[config.mk]
export PLATFORM = sky130hd
export DESIGN_NAME = epoch_seconds_to_civil_datetime_core
export DESIGN_NICKNAME = d
export VERILOG_FILES = /design/src/rtl/ecd_pkg.sv /design/src/rtl/ecd_pipe_ctrl.sv /design/src/rtl/ecd_civil_date.sv /design/src/rtl/epoch_seconds_to_civil_datetime_core.sv
export SDC_FILE = /design/constraint.sdc
export NUM_CORES = 2
export LEC_CHECK = 0
export BUFFER_PORTS_ARGS = -buffer_cell sky130_fd_sc_hd__clkbuf_2
export CAP_MARGIN = 40
export CORE_MARGIN = 10
export CORE_UTILIZATION = 49
export DETAILED_ROUTE_END_ITERATION = 8
export PLACE_DENSITY = 0.71
export SLEW_MARGIN = 20
export SYNTH_ARGS = -nofsm -noshare
export SYNTH_HDL_FRONTEND = slang
export SYNTH_SLANG_ARGS = --single-unit
[constraint.sdc]
create_clock -name clk -period 23.1 [get_ports clk]
set_input_delay 1.155 -clock clk [delete_from_list [all_inputs] [get_ports clk]]
set_output_delay 1.155 -clock clk [all_outputs]
set_load 0.01 [all_outputs]
[src/rtl/ecd_pkg.sv]
// ---------------------------------------------------------------------------
// ecd_pkg
// Shared constants, beat types and tables for the epoch to civil datetime
// pipeline.
// ---------------------------------------------------------------------------
`timescale 1ns / 1ps

package ecd_pkg;

	// pipeline depth, input register to output register
	localparam int NumStages = 20;

	// time of day split: 86400 = 128 * 675
	localparam int SecsPerDay   = 86400;
	localparam int DaySliceBits = 7;
	localparam int DayCore      = SecsPerDay >> DaySliceBits;
	localparam int SecsPerMin   = 60;

	// calendar constants
	localparam int DayShift    = 719468;
	localparam int DaysPerEra  = 146097;
	localparam int EraLastDay  = 146096;
	localparam int DaysPer4Yr  = 1460;
	localparam int DaysPerCent = 36524;
	localparam int DaysPerYear = 365;
	localparam int MonthSpan   = 153;
	localparam int MonthScale  = 5;
	localparam int MonthRound  = 2;
	localparam int YearsPerEra = 400;
	localparam int DaysPerWeek = 7;
	localparam int WdEpoch     = 4;

	// whole eras added so that every day count is non-negative
	localparam int EraBias  = 83;
	localparam int DayBias  = DayShift + EraBias * DaysPerEra;
	localparam int YearBias = EraBias * YearsPerEra;
	localparam int WdAdjust = (WdEpoch + DaysPerWeek - (DayBias % DaysPerWeek)) % DaysPerWeek;
	localparam logic [34:0] SecBias = 35'(longint'(DayBias) * longint'(DayCore));

	// truncated reciprocals, quotient estimate is exact or one low
	localparam int Rcp675Hi = (1 << 19) / DayCore;
	localparam int Rcp675Lo = (1 << 26) / DayCore;
	localparam int RcpEra   = (1 << 25) / DaysPerEra;
	localparam int RcpWeek  = (1 << 25) / DaysPerWeek;
	localparam int Rcp4Yr   = (1 << 18) / DaysPer4Yr;
	localparam int RcpCent  = (1 << 18) / DaysPerCent;
	localparam int RcpYear  = (1 << 18) / DaysPerYear;
	localparam int RcpMonth = (1 << 11) / MonthSpan;
	localparam int RcpSec   = (1 << 17) / SecsPerMin;
	localparam int RcpMin   = (1 << 11) / SecsPerMin;

	typedef struct packed {
		logic signed [16:0] year;
		logic [3:0]         month;
		logic [4:0]         mday;
		logic [2:0]         weekday;
	} date_t;

	typedef struct packed {
		logic [4:0] hour;
		logic [5:0] minute;
		logic [5:0] second;
	} tod_t;

	typedef struct packed {
		date_t date;
		tod_t  tod;
	} beat_t;

	typedef struct packed {
		logic en;
		logic skid_load;
		logic skid_sel;
	} pipe_ctl_t;

	// first day of each march-based month, (153 * mp + 2) / 5
	function automatic logic [8:0] month_start(input logic [3:0] mp);
		logic [8:0] d;
		unique case (mp)
			4'd0:    d = 9'd0;
			4'd1:    d = 9'd31;
			4'd2:    d = 9'd61;
			4'd3:    d = 9'd92;
			4'd4:    d = 9'd122;
			4'd5:    d = 9'd153;
			4'd6:    d = 9'd184;
			4'd7:    d = 9'd214;
			4'd8:    d = 9'd245;
			4'd9:    d = 9'd275;
			4'd10:   d = 9'd306;
			4'd11:   d = 9'd337;
			default: d = 9'd0;
		endcase
		return d;
	endfunction

endpackage

[src/rtl/ecd_pipe_ctrl.sv]
// ---------------------------------------------------------------------------
// ecd_pipe_ctrl
// Valid bits of the pipeline and the output skid stage; produces the common
// advance enable and the skid controls.
// ---------------------------------------------------------------------------
`timescale 1ns / 1ps

module ecd_pipe_ctrl import ecd_pkg::*; (
	input  logic      clk,
	input  logic      arst_n,
	input  logic      in_valid,
	output logic      in_stall,
	output logic      out_valid,
	input  logic      out_stall,
	output pipe_ctl_t ctl
);

	logic [NumStages:1] vld_q;
	logic               skid_vld_q;

	// pipeline moves whenever the skid stage is free
	assign ctl.en        = !skid_vld_q;
	assign ctl.skid_load = !skid_vld_q && vld_q[NumStages] && out_stall;
	assign ctl.skid_sel  = skid_vld_q;

	assign in_stall  = skid_vld_q;
	assign out_valid = skid_vld_q || vld_q[NumStages];

	// valid bits and skid occupancy
	always_ff @(posedge clk or negedge arst_n) begin
		if (!arst_n) begin
			vld_q      <= '0;
			skid_vld_q <= 1'b0;
		end else begin
			if (ctl.en) begin
				vld_q <= {vld_q[NumStages-1:1], in_valid};
			end
			if (skid_vld_q) begin
				skid_vld_q <= out_stall;
			end else begin
				skid_vld_q <= vld_q[NumStages] && out_stall;
			end
		end
	end

endmodule

[src/rtl/ecd_civil_date.sv]
// ---------------------------------------------------------------------------
// ecd_civil_date
// Biased day count to year, month, day and weekday, stages 8 to 20, using
// the 400-year era method with reciprocal multiplies and one-step fix-ups.
// ---------------------------------------------------------------------------
`timescale 1ns / 1ps

module ecd_civil_date import ecd_pkg::*; (
	input  logic        clk,
	input  logic        en,
	input  logic [24:0] zp,
	output date_t       date
);

	// stage 8
	logic [32:0] pe_s8;
	logic [47:0] pw_s8;
	logic [24:0] zp_s8;
	// stage 9
	logic [7:0]  erae_s9;
	logic [18:0] doee_s9;
	logic [3:0]  rwe_s9;
	// stage 10
	logic [7:0]  era_s10;
	logic [17:0] doe_s10;
	// stage 11
	logic [25:0] pa_s11;
	logic [20:0] pb_s11;
	logic        c_s11;
	logic [17:0] doe_s11;
	logic [7:0]  era_s11;
	// stage 12
	logic [7:0]  qae_s12;
	logic [11:0] rae_s12;
	logic [2:0]  qbe_s12;
	logic [16:0] rbe_s12;
	logic        c_s12;
	logic [17:0] doe_s12;
	logic [7:0]  era_s12;
	// stage 13
	logic [17:0] n_s13;
	logic [17:0] doe_s13;
	logic [7:0]  era_s13;
	// stage 14
	logic [27:0] py_s14;
	logic [17:0] n_s14;
	logic [17:0] doe_s14;
	logic [7:0]  era_s14;
	// stage 15
	logic [8:0]  yoee_s15;
	logic [9:0]  rye_s15;
	logic [17:0] doe_s15;
	logic [7:0]  era_s15;
	// stage 16
	logic [8:0]  yoe_s16;
	logic [17:0] doe_s16;
	logic [7:0]  era_s16;
	// stage 17 to 19
	logic [8:0]  doy_s17;
	logic [16:0] ybase_s17;
	logic [14:0] px_s18;
	logic [8:0]  doy_s18;
	logic [16:0] ybase_s18;
	logic [3:0]  mp_s19;
	logic [8:0]  doy_s19;
	logic [16:0] ybase_s19;
	// stage 20
	date_t       date_s20;
	// weekday travels from stage 10 to the end
	logic [2:0]  wd_s [10:NumStages-1];

	logic [24:0] doe_full;
	logic [24:0] wk_full;
	logic [3:0]  rw;
	logic [3:0]  wsum;
	logic [2:0]  wd_nxt;
	logic [17:0] ra_full;
	logic [17:0] rb_full;
	logic [7:0]  qa;
	logic [2:0]  qb;
	logic [17:0] ry_full;
	logic [1:0]  cent;
	logic [17:0] yd;
	logic [17:0] doy_full;
	logic [18:0] ybase_full;
	logic [10:0] x18;
	logic [10:0] x19;
	logic [10:0] rm;
	logic [3:0]  mpe;
	logic [3:0]  month_nxt;
	logic [8:0]  mday_full;

	// remainders of the estimated quotients
	always_comb begin
		doe_full = zp_s8 - 25'(pe_s8[32:25]) * 25'(DaysPerEra);
		wk_full  = zp_s8 - 25'(pw_s8[46:25]) * 25'(DaysPerWeek);
		ra_full  = doe_s11 - 18'(pa_s11[25:18]) * 18'(DaysPer4Yr);
		rb_full  = doe_s11 - 18'(pb_s11[20:18]) * 18'(DaysPerCent);
		ry_full  = n_s14 - 18'(py_s14[26:18]) * 18'(DaysPerYear);
	end

	// weekday fix-up and epoch offset
	always_comb begin
		rw     = (rwe_s9 >= 4'(DaysPerWeek)) ? rwe_s9 - 4'(DaysPerWeek) : rwe_s9;
		wsum   = rw + 4'(WdAdjust);
		wd_nxt = (wsum >= 4'(DaysPerWeek)) ? 3'(wsum - 4'(DaysPerWeek)) : wsum[2:0];
	end

	// leap corrections and year of era arithmetic
	always_comb begin
		qa = qae_s12 + 8'(rae_s12 >= 12'(DaysPer4Yr));
		qb = qbe_s12 + 3'(rbe_s12 >= 17'(DaysPerCent));
		priority if (yoe_s16 >= 9'd300) begin
			cent = 2'd3;
		end else if (yoe_s16 >= 9'd200) begin
			cent = 2'd2;
		end else if (yoe_s16 >= 9'd100) begin
			cent = 2'd1;
		end else begin
			cent = 2'd0;
		end
		yd         = 18'(yoe_s16) * 18'(DaysPerYear) + 18'(yoe_s16[8:2]) - 18'(cent);
		doy_full   = doe_s16 - yd;
		ybase_full = 19'(era_s16) * 19'(YearsPerEra) + 19'(yoe_s16) - 19'(YearBias);
	end

	// march-based month and day
	always_comb begin
		x18       = 11'(doy_s17) * 11'(MonthScale) + 11'(MonthRound);
		x19       = 11'(doy_s18) * 11'(MonthScale) + 11'(MonthRound);
		mpe       = px_s18[14:11];
		rm        = x19 - 11'(mpe) * 11'(MonthSpan);
		month_nxt = (mp_s19 < 4'd10) ? mp_s19 + 4'd3 : mp_s19 - 4'd9;
		mday_full = doy_s19 - month_start(mp_s19) + 9'd1;
	end

	// pipeline registers
	always_ff @(posedge clk) begin
		if (en) begin
			pe_s8  <= 33'(zp) * 33'(RcpEra);
			pw_s8  <= 48'(zp) * 48'(RcpWeek);
			zp_s8  <= zp;

			erae_s9 <= pe_s8[32:25];
			doee_s9 <= doe_full[18:0];
			rwe_s9  <= wk_full[3:0];

			if (doee_s9 >= 19'(DaysPerEra)) begin
				era_s10 <= erae_s9 + 8'd1;
				doe_s10 <= 18'(doee_s9 - 19'(DaysPerEra));
			end else begin
				era_s10 <= erae_s9;
				doe_s10 <= doee_s9[17:0];
			end
			wd_s[10] <= wd_nxt;

			pa_s11  <= 26'(doe_s10) * 26'(Rcp4Yr);
			pb_s11  <= 21'(doe_s10) * 21'(RcpCent);
			c_s11   <= (doe_s10 == 18'(EraLastDay));
			doe_s11 <= doe_s10;
			era_s11 <= era_s10;

			qae_s12 <= pa_s11[25:18];
			rae_s12 <= ra_full[11:0];
			qbe_s12 <= pb_s11[20:18];
			rbe_s12 <= rb_full[16:0];
			c_s12   <= c_s11;
			doe_s12 <= doe_s11;
			era_s12 <= era_s11;

			n_s13   <= doe_s12 + 18'(qb) - 18'(qa) - 18'(c_s12);
			doe_s13 <= doe_s12;
			era_s13 <= era_s12;

			py_s14  <= 28'(n_s13) * 28'(RcpYear);
			n_s14   <= n_s13;
			doe_s14 <= doe_s13;
			era_s14 <= era_s13;

			yoee_s15 <= py_s14[26:18];
			rye_s15  <= ry_full[9:0];
			doe_s15  <= doe_s14;
			era_s15  <= era_s14;

			yoe_s16 <= yoee_s15 + 9'(rye_s15 >= 10'(DaysPerYear));
			doe_s16 <= doe_s15;
			era_s16 <= era_s15;

			doy_s17   <= doy_full[8:0];
			ybase_s17 <= ybase_full[16:0];

			px_s18    <= 15'(x18) * 15'(RcpMonth);
			doy_s18   <= doy_s17;
			ybase_s18 <= ybase_s17;

			mp_s19    <= mpe + 4'(rm >= 11'(MonthSpan));
			doy_s19   <= doy_s18;
			ybase_s19 <= ybase_s18;

			date_s20.month   <= month_nxt;
			date_s20.mday    <= mday_full[4:0];
			date_s20.year    <= ybase_s19 + 17'(month_nxt <= 4'd2);
			date_s20.weekday <= wd_s[NumStages-1];

			for (int i = 11; i < NumStages; i++) begin
				wd_s[i] <= wd_s[i-1];
			end
		end
	end

	assign date = date_s20;

endmodule

[src/rtl/epoch_seconds_to_civil_datetime_core.sv]
// ---------------------------------------------------------------------------
// epoch_seconds_to_civil_datetime_core
// Converts a signed 41-bit count of seconds since 1970-01-01 00:00:00 UTC
// into proleptic Gregorian year, month, day, weekday and time of day. The
// block is a fully pipelined 20-stage datapath: it takes one beat per clock
// while the input is not stalled. Every division is by a constant, done as a
// reciprocal multiply followed by a one-step correction, so no stage has more
// than one multiply on any path. A skid register on the output keeps the
// pipeline moving for one extra beat when the output is stalled; the input
// stall is a register. The block keeps no state beyond the beats in flight
// and has no configuration.
// ---------------------------------------------------------------------------
`timescale 1ns / 1ps

module epoch_seconds_to_civil_datetime_core import ecd_pkg::*; (
	input  logic               clk,
	input  logic               arst_n,
	input  logic               in_valid,
	output logic               in_stall,
	input  logic signed [40:0] epoch_seconds,
	output logic               out_valid,
	input  logic               out_stall,
	output logic signed [16:0] year,
	output logic [3:0]         month,
	output logic [4:0]         day,
	output logic [2:0]         weekday,
	output logic [4:0]         hour,
	output logic [5:0]         minute,
	output logic [5:0]         second
);

	pipe_ctl_t   ctl;

	// day split stages
	logic [34:0] u_s1;
	logic [6:0]  lo7_s1;
	logic [28:0] p1_s2;
	logic [18:0] uh_s2;
	logic [15:0] ul_s2;
	logic [6:0]  lo7_s2;
	logic [9:0]  q1e_s3;
	logic [10:0] r1e_s3;
	logic [15:0] ul_s3;
	logic [6:0]  lo7_s3;
	logic [9:0]  q1_s4;
	logic [25:0] v_s4;
	logic [6:0]  lo7_s4;
	logic [42:0] p2_s5;
	logic [25:0] v_s5;
	logic [9:0]  q1_s5;
	logic [6:0]  lo7_s5;
	logic [15:0] q2e_s6;
	logic [10:0] r2e_s6;
	logic [9:0]  q1_s6;
	logic [6:0]  lo7_s6;
	logic [24:0] zp_s7;
	logic [16:0] rem_s7;

	// time of day stages
	logic [28:0] pt_s8;
	logic [16:0] rem_s8;
	logic [10:0] q60e_s9;
	logic [6:0]  r60e_s9;
	logic [10:0] q60_s10;
	logic [5:0]  sec_s10;
	logic [15:0] ph_s11;
	logic [10:0] q60_s11;
	logic [5:0]  sec_s11;
	logic [4:0]  he_s12;
	logic [6:0]  rhe_s12;
	logic [5:0]  sec_s12;
	tod_t        tod_s [13:NumStages];

	date_t       date_s20;
	beat_t       beat_s20;
	beat_t       skid_q;
	beat_t       beat_out;

	logic [34:0] u_nxt;
	logic [9:0]  q1;
	logic [9:0]  r1;
	logic [15:0] q2;
	logic [9:0]  r2;
	logic [25:0] zp_wide;
	logic [18:0] r1_full;
	logic [25:0] r2_full;
	logic [16:0] r60_full;
	logic [10:0] rh_full;
	tod_t        tod_nxt;

	ecd_pipe_ctrl u_ctrl (
		.clk       (clk),
		.arst_n    (arst_n),
		.in_valid  (in_valid),
		.in_stall  (in_stall),
		.out_valid (out_valid),
		.out_stall (out_stall),
		.ctl       (ctl)
	);

	// floor split into 128-second slices, biased so the count is positive
	assign u_nxt = {epoch_seconds[40], epoch_seconds[40:DaySliceBits]} + SecBias;

	// estimate remainders and fix-ups of the two divisions by 675
	always_comb begin
		r1_full = uh_s2 - 19'(p1_s2[28:19]) * 19'(DayCore);
		r2_full = v_s5 - 26'(p2_s5[41:26]) * 26'(DayCore);
		if (r1e_s3 >= 11'(DayCore)) begin
			q1 = q1e_s3 + 10'd1;
			r1 = 10'(r1e_s3 - 11'(DayCore));
		end else begin
			q1 = q1e_s3;
			r1 = r1e_s3[9:0];
		end
		if (r2e_s6 >= 11'(DayCore)) begin
			q2 = q2e_s6 + 16'd1;
			r2 = 10'(r2e_s6 - 11'(DayCore));
		end else begin
			q2 = q2e_s6;
			r2 = r2e_s6[9:0];
		end
		zp_wide = {q1_s6, q2};
	end

	// seconds, minutes and hours from the second of the day
	always_comb begin
		r60_full = rem_s8 - 17'(pt_s8[27:17]) * 17'(SecsPerMin);
		rh_full  = q60_s11 - 11'(ph_s11[15:11]) * 11'(SecsPerMin);
		tod_nxt.second = sec_s12;
		if (rhe_s12 >= 7'(SecsPerMin)) begin
			tod_nxt.hour   = he_s12 + 5'd1;
			tod_nxt.minute = 6'(rhe_s12 - 7'(SecsPerMin));
		end else begin
			tod_nxt.hour   = he_s12;
			tod_nxt.minute = rhe_s12[5:0];
		end
	end

	// pipeline registers
	always_ff @(posedge clk) begin
		if (ctl.en) begin
			u_s1   <= u_nxt;
			lo7_s1 <= epoch_seconds[DaySliceBits-1:0];

			p1_s2  <= 29'(u_s1[34:16]) * 29'(Rcp675Hi);
			uh_s2  <= u_s1[34:16];
			ul_s2  <= u_s1[15:0];
			lo7_s2 <= lo7_s1;

			q1e_s3 <= p1_s2[28:19];
			r1e_s3 <= r1_full[10:0];
			ul_s3  <= ul_s2;
			lo7_s3 <= lo7_s2;

			q1_s4  <= q1;
			v_s4   <= {r1, ul_s3};
			lo7_s4 <= lo7_s3;

			p2_s5  <= 43'(v_s4) * 43'(Rcp675Lo);
			v_s5   <= v_s4;
			q1_s5  <= q1_s4;
			lo7_s5 <= lo7_s4;

			q2e_s6 <= p2_s5[41:26];
			r2e_s6 <= r2_full[10:0];
			q1_s6  <= q1_s5;
			lo7_s6 <= lo7_s5;

			zp_s7  <= zp_wide[24:0];
			rem_s7 <= {r2, lo7_s6};

			pt_s8  <= 29'(rem_s7) * 29'(RcpSec);
			rem_s8 <= rem_s7;

			q60e_s9 <= pt_s8[27:17];
			r60e_s9 <= r60_full[6:0];

			if (r60e_s9 >= 7'(SecsPerMin)) begin
				q60_s10 <= q60e_s9 + 11'd1;
				sec_s10 <= 6'(r60e_s9 - 7'(SecsPerMin));
			end else begin
				q60_s10 <= q60e_s9;
				sec_s10 <= r60e_s9[5:0];
			end

			ph_s11  <= 16'(q60_s10) * 16'(RcpMin);
			q60_s11 <= q60_s10;
			sec_s11 <= sec_s10;

			he_s12  <= ph_s11[15:11];
			rhe_s12 <= rh_full[6:0];
			sec_s12 <= sec_s11;

			tod_s[13] <= tod_nxt;
			for (int i = 14; i <= NumStages; i++) begin
				tod_s[i] <= tod_s[i-1];
			end
		end
	end

	// calendar date, stages 8 to 20
	ecd_civil_date u_civil (
		.clk  (clk),
		.en   (ctl.en),
		.zp   (zp_s7),
		.date (date_s20)
	);

	assign beat_s20.date = date_s20;
	assign beat_s20.tod  = tod_s[NumStages];

	// output skid stage
	always_ff @(posedge clk) begin
		if (ctl.skid_load) begin
			skid_q <= beat_s20;
		end
	end

	assign beat_out = ctl.skid_sel ? skid_q : beat_s20;
	assign year     = beat_out.date.year;
	assign month    = beat_out.date.month;
	assign day      = beat_out.date.mday;
	assign weekday  = beat_out.date.weekday;
	assign hour     = beat_out.tod.hour;
	assign minute   = beat_out.tod.minute;
	assign second   = beat_out.tod.second;

	// date fields of a valid beat stay in range
	a_date_range: assert property (@(posedge clk) disable iff (!arst_n)
		out_valid |-> (month >= 4'd1) && (month <= 4'd12) && (day >= 5'd1)
			&& (weekday <= 3'd6))
		else $error("date field out of range on output beat");

	// time fields of a valid beat stay in range
	a_tod_range: assert property (@(posedge clk) disable iff (!arst_n)
		out_valid |-> (hour <= 5'd23) && (minute <= 6'd59) && (second <= 6'd59))
		else $error("time field out of range on output beat");

	// input is only held off when a result is waiting
	a_stall_has_beat: assert property (@(posedge clk) disable iff (!arst_n)
		in_stall |-> out_valid)
		else $error("input stalled with no output beat pending");

	// skid fills only from a stalled output beat
	a_skid_fill: assert property (@(posedge clk) disable iff (!arst_n)
		$rose(in_stall) |-> $past(out_valid && out_stall))
		else $error("skid stage filled without a stalled output beat");

endmodule
==> impl_summary.md <==
Floorplanning
The overall die width is between 400 and 500 µm. The I/O pin total is 93. The starting density of the core is roughly 50%. The area of the die is 162,400 µm². After floorplanning, the core was divided into 140 placement rows.

The vertical die dimension is 403.0 µm. The core area is 145,700 µm².

Logic synthesis
Ranked by total cell area, the synthesized netlist is headed by sky130_fd_sc_hd__edfxtp_1, sky130_fd_sc_hd__ha_1, sky130_fd_sc_hd__fa_1, sky130_fd_sc_hd__inv_1, sky130_fd_sc_hd__xnor2_1. The commonest cells after synthesis are sky130_fd_sc_hd__inv_1, sky130_fd_sc_hd__ha_1, sky130_fd_sc_hd__edfxtp_1. The count of mapped cells out of synthesis is 5,521. The number of distinct library cells after synthesis is between 70 and 80. During synthesis, Yosys emitted a total of 0 warnings. The xor and xnor fraction of the mapped netlist area is 5.435%. The post-synthesis register bit count is 1,059.

In the synthesized netlist, mux cells make up between 1 and 1.5% of the area. The most frequently used cell type in the post-synthesis netlist is sky130_fd_sc_hd__inv_1. The fraction of synthesized cell area taken by the top area cell type is 43.16%. The main combinational cell family by area after synthesis is adder cells.

The count of flip-flops with a built-in enable after synthesis is 1,033. The per-instance average area after synthesis is 13.02 µm². Of all flip-flops after synthesis, the portion carrying an async set or reset was under 10%. The flip-flop cell with the highest count after synthesis is sky130_fd_sc_hd__edfxtp_1. In this run the cell area of the synthesized design comes to 71,870 µm². The synthesized design spends more area on one cell type than any other, namely sky130_fd_sc_hd__edfxtp_1. Of the total synthesized cell area, the portion taken by full adders, half adders and majority gates is 34.42%. The share of the Yosys chip area taken by registers is between 40% and 50%. Synthesis produced a netlist with a net count of 7,224. The synthesized netlist devotes 3.906% of its cell area to simple gates.

The post-synthesis compound-gate area fraction is 4.984%.

Timing
The normalized max-slew margin is between 30% and 40%. For the final database, setup skew stands at 0.08329 ns. The number of pins exceeding their max-slew limit in the final report is 0. The total negative slack for setup checks is 0 ns.

The peak clock frequency supported by timing is about 0.16 GHz. The final critical path takes up 26.69% of the cycle. The hold violation total from the final report is 0. The final critical delay including setup and external delays is 6.165 ns. Setup repair after global routing left no endpoint under its margin. The transition at the pin with the smallest max-transition slack is 0.9770 ns.

The total setup violations reported at the end of the flow is 0. Setup slack on the critical path of the routed design comes to between 15 and 20 ns.

Clocking
The CTS tree is built. In this run the deepest clock path goes through 3 buffers. The clock-pin slew on the worst setup and hold paths is 0.06 ns. The number of resized instances in the post-cts repair step is 0. In this run, CTS created clock tree buffers numbering 114. The buffers inserted during post-CTS setup optimization is 0. The H-tree depth is 3. The library cell used as clock root buffer is sky130_fd_sc_hd__clkbuf_16. The number of hold buffers added after CTS was 0. The CTS sink count is between 1k and 1.5k.

The clock latency on the worst-skew pair is 0.75 ns.

Route
Once detail routing completed, the nets flagged for antenna violations numbered 0. The mean number of vias per cell is between 5 and 6. For this block, the via count after detailed routing is 38.93k. The iteration count of the initial detailed-routing pass is 5. For this run, design rule violations remaining after detail routing come to 0. The final layout contains routed wiring with a total length of 119,500 µm.

The routed length per placed instance is 15.42 µm. After the first detailed-routing iteration, the DRC count stood at 1,706.

Run
The number of max-capacitance violations reported is 0.

Place
The worst-case setup slack after placement is 16.80 ns. The weighted congestion at the end of routability-driven global placement is 0.8375. The count of buffers added on input and output ports is 92. Detailed placement finished with a half-perimeter wire length of 93,530 µm. The number of placed instances, taps included, is 7,538.

Worst hold path
The worst hold path stage count is 0. The class of the tightest hold or removal check is flip-flop to flip-flop. The startpoint identified for the worst hold timing path is u_s1[5]$_DFFE_PN_. The endpoint of the worst hold-timing path is ul_s2[5]$_DFFE_PN_.

Final layout
The number of antenna diodes in the final layout is 0. After the flow finishes, the layout carries non-filler instances totaling just under 8k. The post-route netlist has 6.909% of its cells at a drive strength greater than 1. The area added between synthesis and finish is 9.794%. The net total in the final layout is around 7.4k.

Worst setup path
The start-to-end type of the worst setup path is flip-flop to flip-flop. Data arrives at the worst endpoint at 6.67 ns. The kind of end point of the critical path is a flip-flop.

The number of cells on the worst reg-to-reg path is 23. In this run the critical register-to-register path is captured at p2_s5[40]$_DFFE_PN_. Setup slack on the worst reg-to-reg path comes out at around 17 ns.

STA puts the critical path data required time at 23.61 ns. The element type at the critical path start is a flip-flop. The launch instance of the worst register-to-register path is v_s4[17]$_DFFE_PN_.

In this run the worst path has a maximum fanout of 4.

GRT
For this run the aggregate overflow at the end of global routing stands at 0. Global routing used 15.06% of the available tracks. The number of antenna violations at the first check in global routing is 0.

The first global-routing pass estimated 203,500 µm of wire. The largest net degree at the start of global routing is 167. The via count of the first global-routing pass is just over 40k.

Outcome
The flow ran to the end, and the final reports show no timing, DRC or antenna violations.
[flip-flops by register name, indices dropped and copies added, names as in the netlist, 17 cells and up, named ones only]
name,flops
u_civil.zp_s8,19
u_civil.n_s13,18
u_civil.doe_s11,18
u_civil.doe_s10,18
u_civil.wd_s,30
u_civil.ybase_s17,17
v_s4,26
u_ctrl.vld_q,20
u_civil.doee_s9,19
rem_s7,17
u_civil.date,29
u_civil.doe_s12,18
u_civil.ybase_s18,17
u_s1,35
u_civil.ybase_s19,17
zp_s7,25
tod_s,136
skid_q,46
[kinds of logic after synthesis]
family                   Yosys count
XOR/XNOR                         446
flip-flops                      1059
adder cells (fa/ha/maj)         1658
multiplexers                      78
AND/OR/NAND/NOR                  581
buffers and inverters           1149
AO/OA/AOI/OAI                    550
[routing by layer]
metal / GRT usage [%] / wire (µm) / share of wire (%) / vias up
met5: 0 / 0 / 0 / -
met4: 3.959 / 2491 / 2.1 / 0
met3: 2.069 / 3458 / 2.9 / 153
met2: 27.19 / 60990 / 51 / 446
met1: 18.88 / 52610 / 44 / 19110
li1: - / - / - / 19220
[placed cells by master, fill, tap and decap left out, types with 114 or more instances in the layout]
| cell | n |
|---|---|
| sky130_fd_sc_hd__fa_1 | 532 |
| sky130_fd_sc_hd__nand2_1 | 150 |
| sky130_fd_sc_hd__ha_1 | 1126 |
| sky130_fd_sc_hd__edfxtp_1 | 1033 |
| sky130_fd_sc_hd__nor2_1 | 140 |
| sky130_fd_sc_hd__clkbuf_16 | 114 |
| sky130_fd_sc_hd__a21oi_1 | 161 |
| sky130_fd_sc_hd__xnor2_1 | 331 |
| sky130_fd_sc_hd__xor2_1 | 115 |
| sky130_fd_sc_hd__inv_1 | 1135 |
[final cells by class]
type | count | area, µm²
clock inverters | 72 | 908.4
multi-input cells | 3313 | 35910
fillers | 11910 | 66830
well taps | 1917 | 2399
repair buffers | 116 | 823.3
clock buffers | 137 | 2959
flip-flops and latches | 1059 | 31650
inverters | 1136 | 4268
[critical path, stage by stage, from the launching register on]
cell and delay (ns):
sky130_fd_sc_hd__edfxtp_1 0.42, sky130_fd_sc_hd__inv_1 0.16, sky130_fd_sc_hd__fa_1 0.57, sky130_fd_sc_hd__inv_1 0.05
sky130_fd_sc_hd__ha_1 0.27, sky130_fd_sc_hd__ha_1 0.27, sky130_fd_sc_hd__inv_1 0.05, sky130_fd_sc_hd__fa_1 0.47
sky130_fd_sc_hd__inv_1 0.06, sky130_fd_sc_hd__fa_1 0.52, sky130_fd_sc_hd__inv_1 0.05, sky130_fd_sc_hd__fa_1 0.53
sky130_fd_sc_hd__inv_1 0.04, sky130_fd_sc_hd__ha_1 0.29, sky130_fd_sc_hd__nand2_1 0.07, sky130_fd_sc_hd__or2_2 0.32
sky130_fd_sc_hd__nor3_1 0.22, sky130_fd_sc_hd__o31ai_1 0.16, sky130_fd_sc_hd__a21bo_2 0.27, sky130_fd_sc_hd__o211ai_1 0.28
sky130_fd_sc_hd__a31oi_1 0.27, sky130_fd_sc_hd__o211ai_1 0.33, sky130_fd_sc_hd__a21oi_1 0.12, sky130_fd_sc_hd__xnor2_1 0.13
[worst max path at each step]
stage,end,slack (ns),from,depth (start not counted)
floorplan,flip-flop,6.30,u_ctrl.in_stall$_DFF_PN0_,4
global placement,p2_s5[40]$_DFFE_PN_,16.82,v_s4[5]$_DFFE_PN_,21
detailed placement,p2_s5[40]$_DFFE_PN_,16.80,v_s4[5]$_DFFE_PN_,21
CTS,p2_s5[40]$_DFFE_PN_,16.88,v_s4[17]$_DFFE_PN_,23
global route,p2_s5[41]$_DFFE_PN_,16.52,v_s4[10]$_DFFE_PN_,21
finish,p2_s5[40]$_DFFE_PN_,16.93,v_s4[17]$_DFFE_PN_,23
[metrics by stage]
stage	util [%]	instance area, µm²	hold WS, ns
after global placement	51.32	74790	0.4004
after CTS	54.10	78840	0.3255
after global routing	54.15	78910	0.3745
after floorplan	-	71880	0.4003
after detailed placement	51.45	74980	0.4045
final	54.15	78910	0.3695
Power is left out: the tool's default activity adds up to more than one toggle a clock period on the data nets, which glitch-free logic cannot reach.
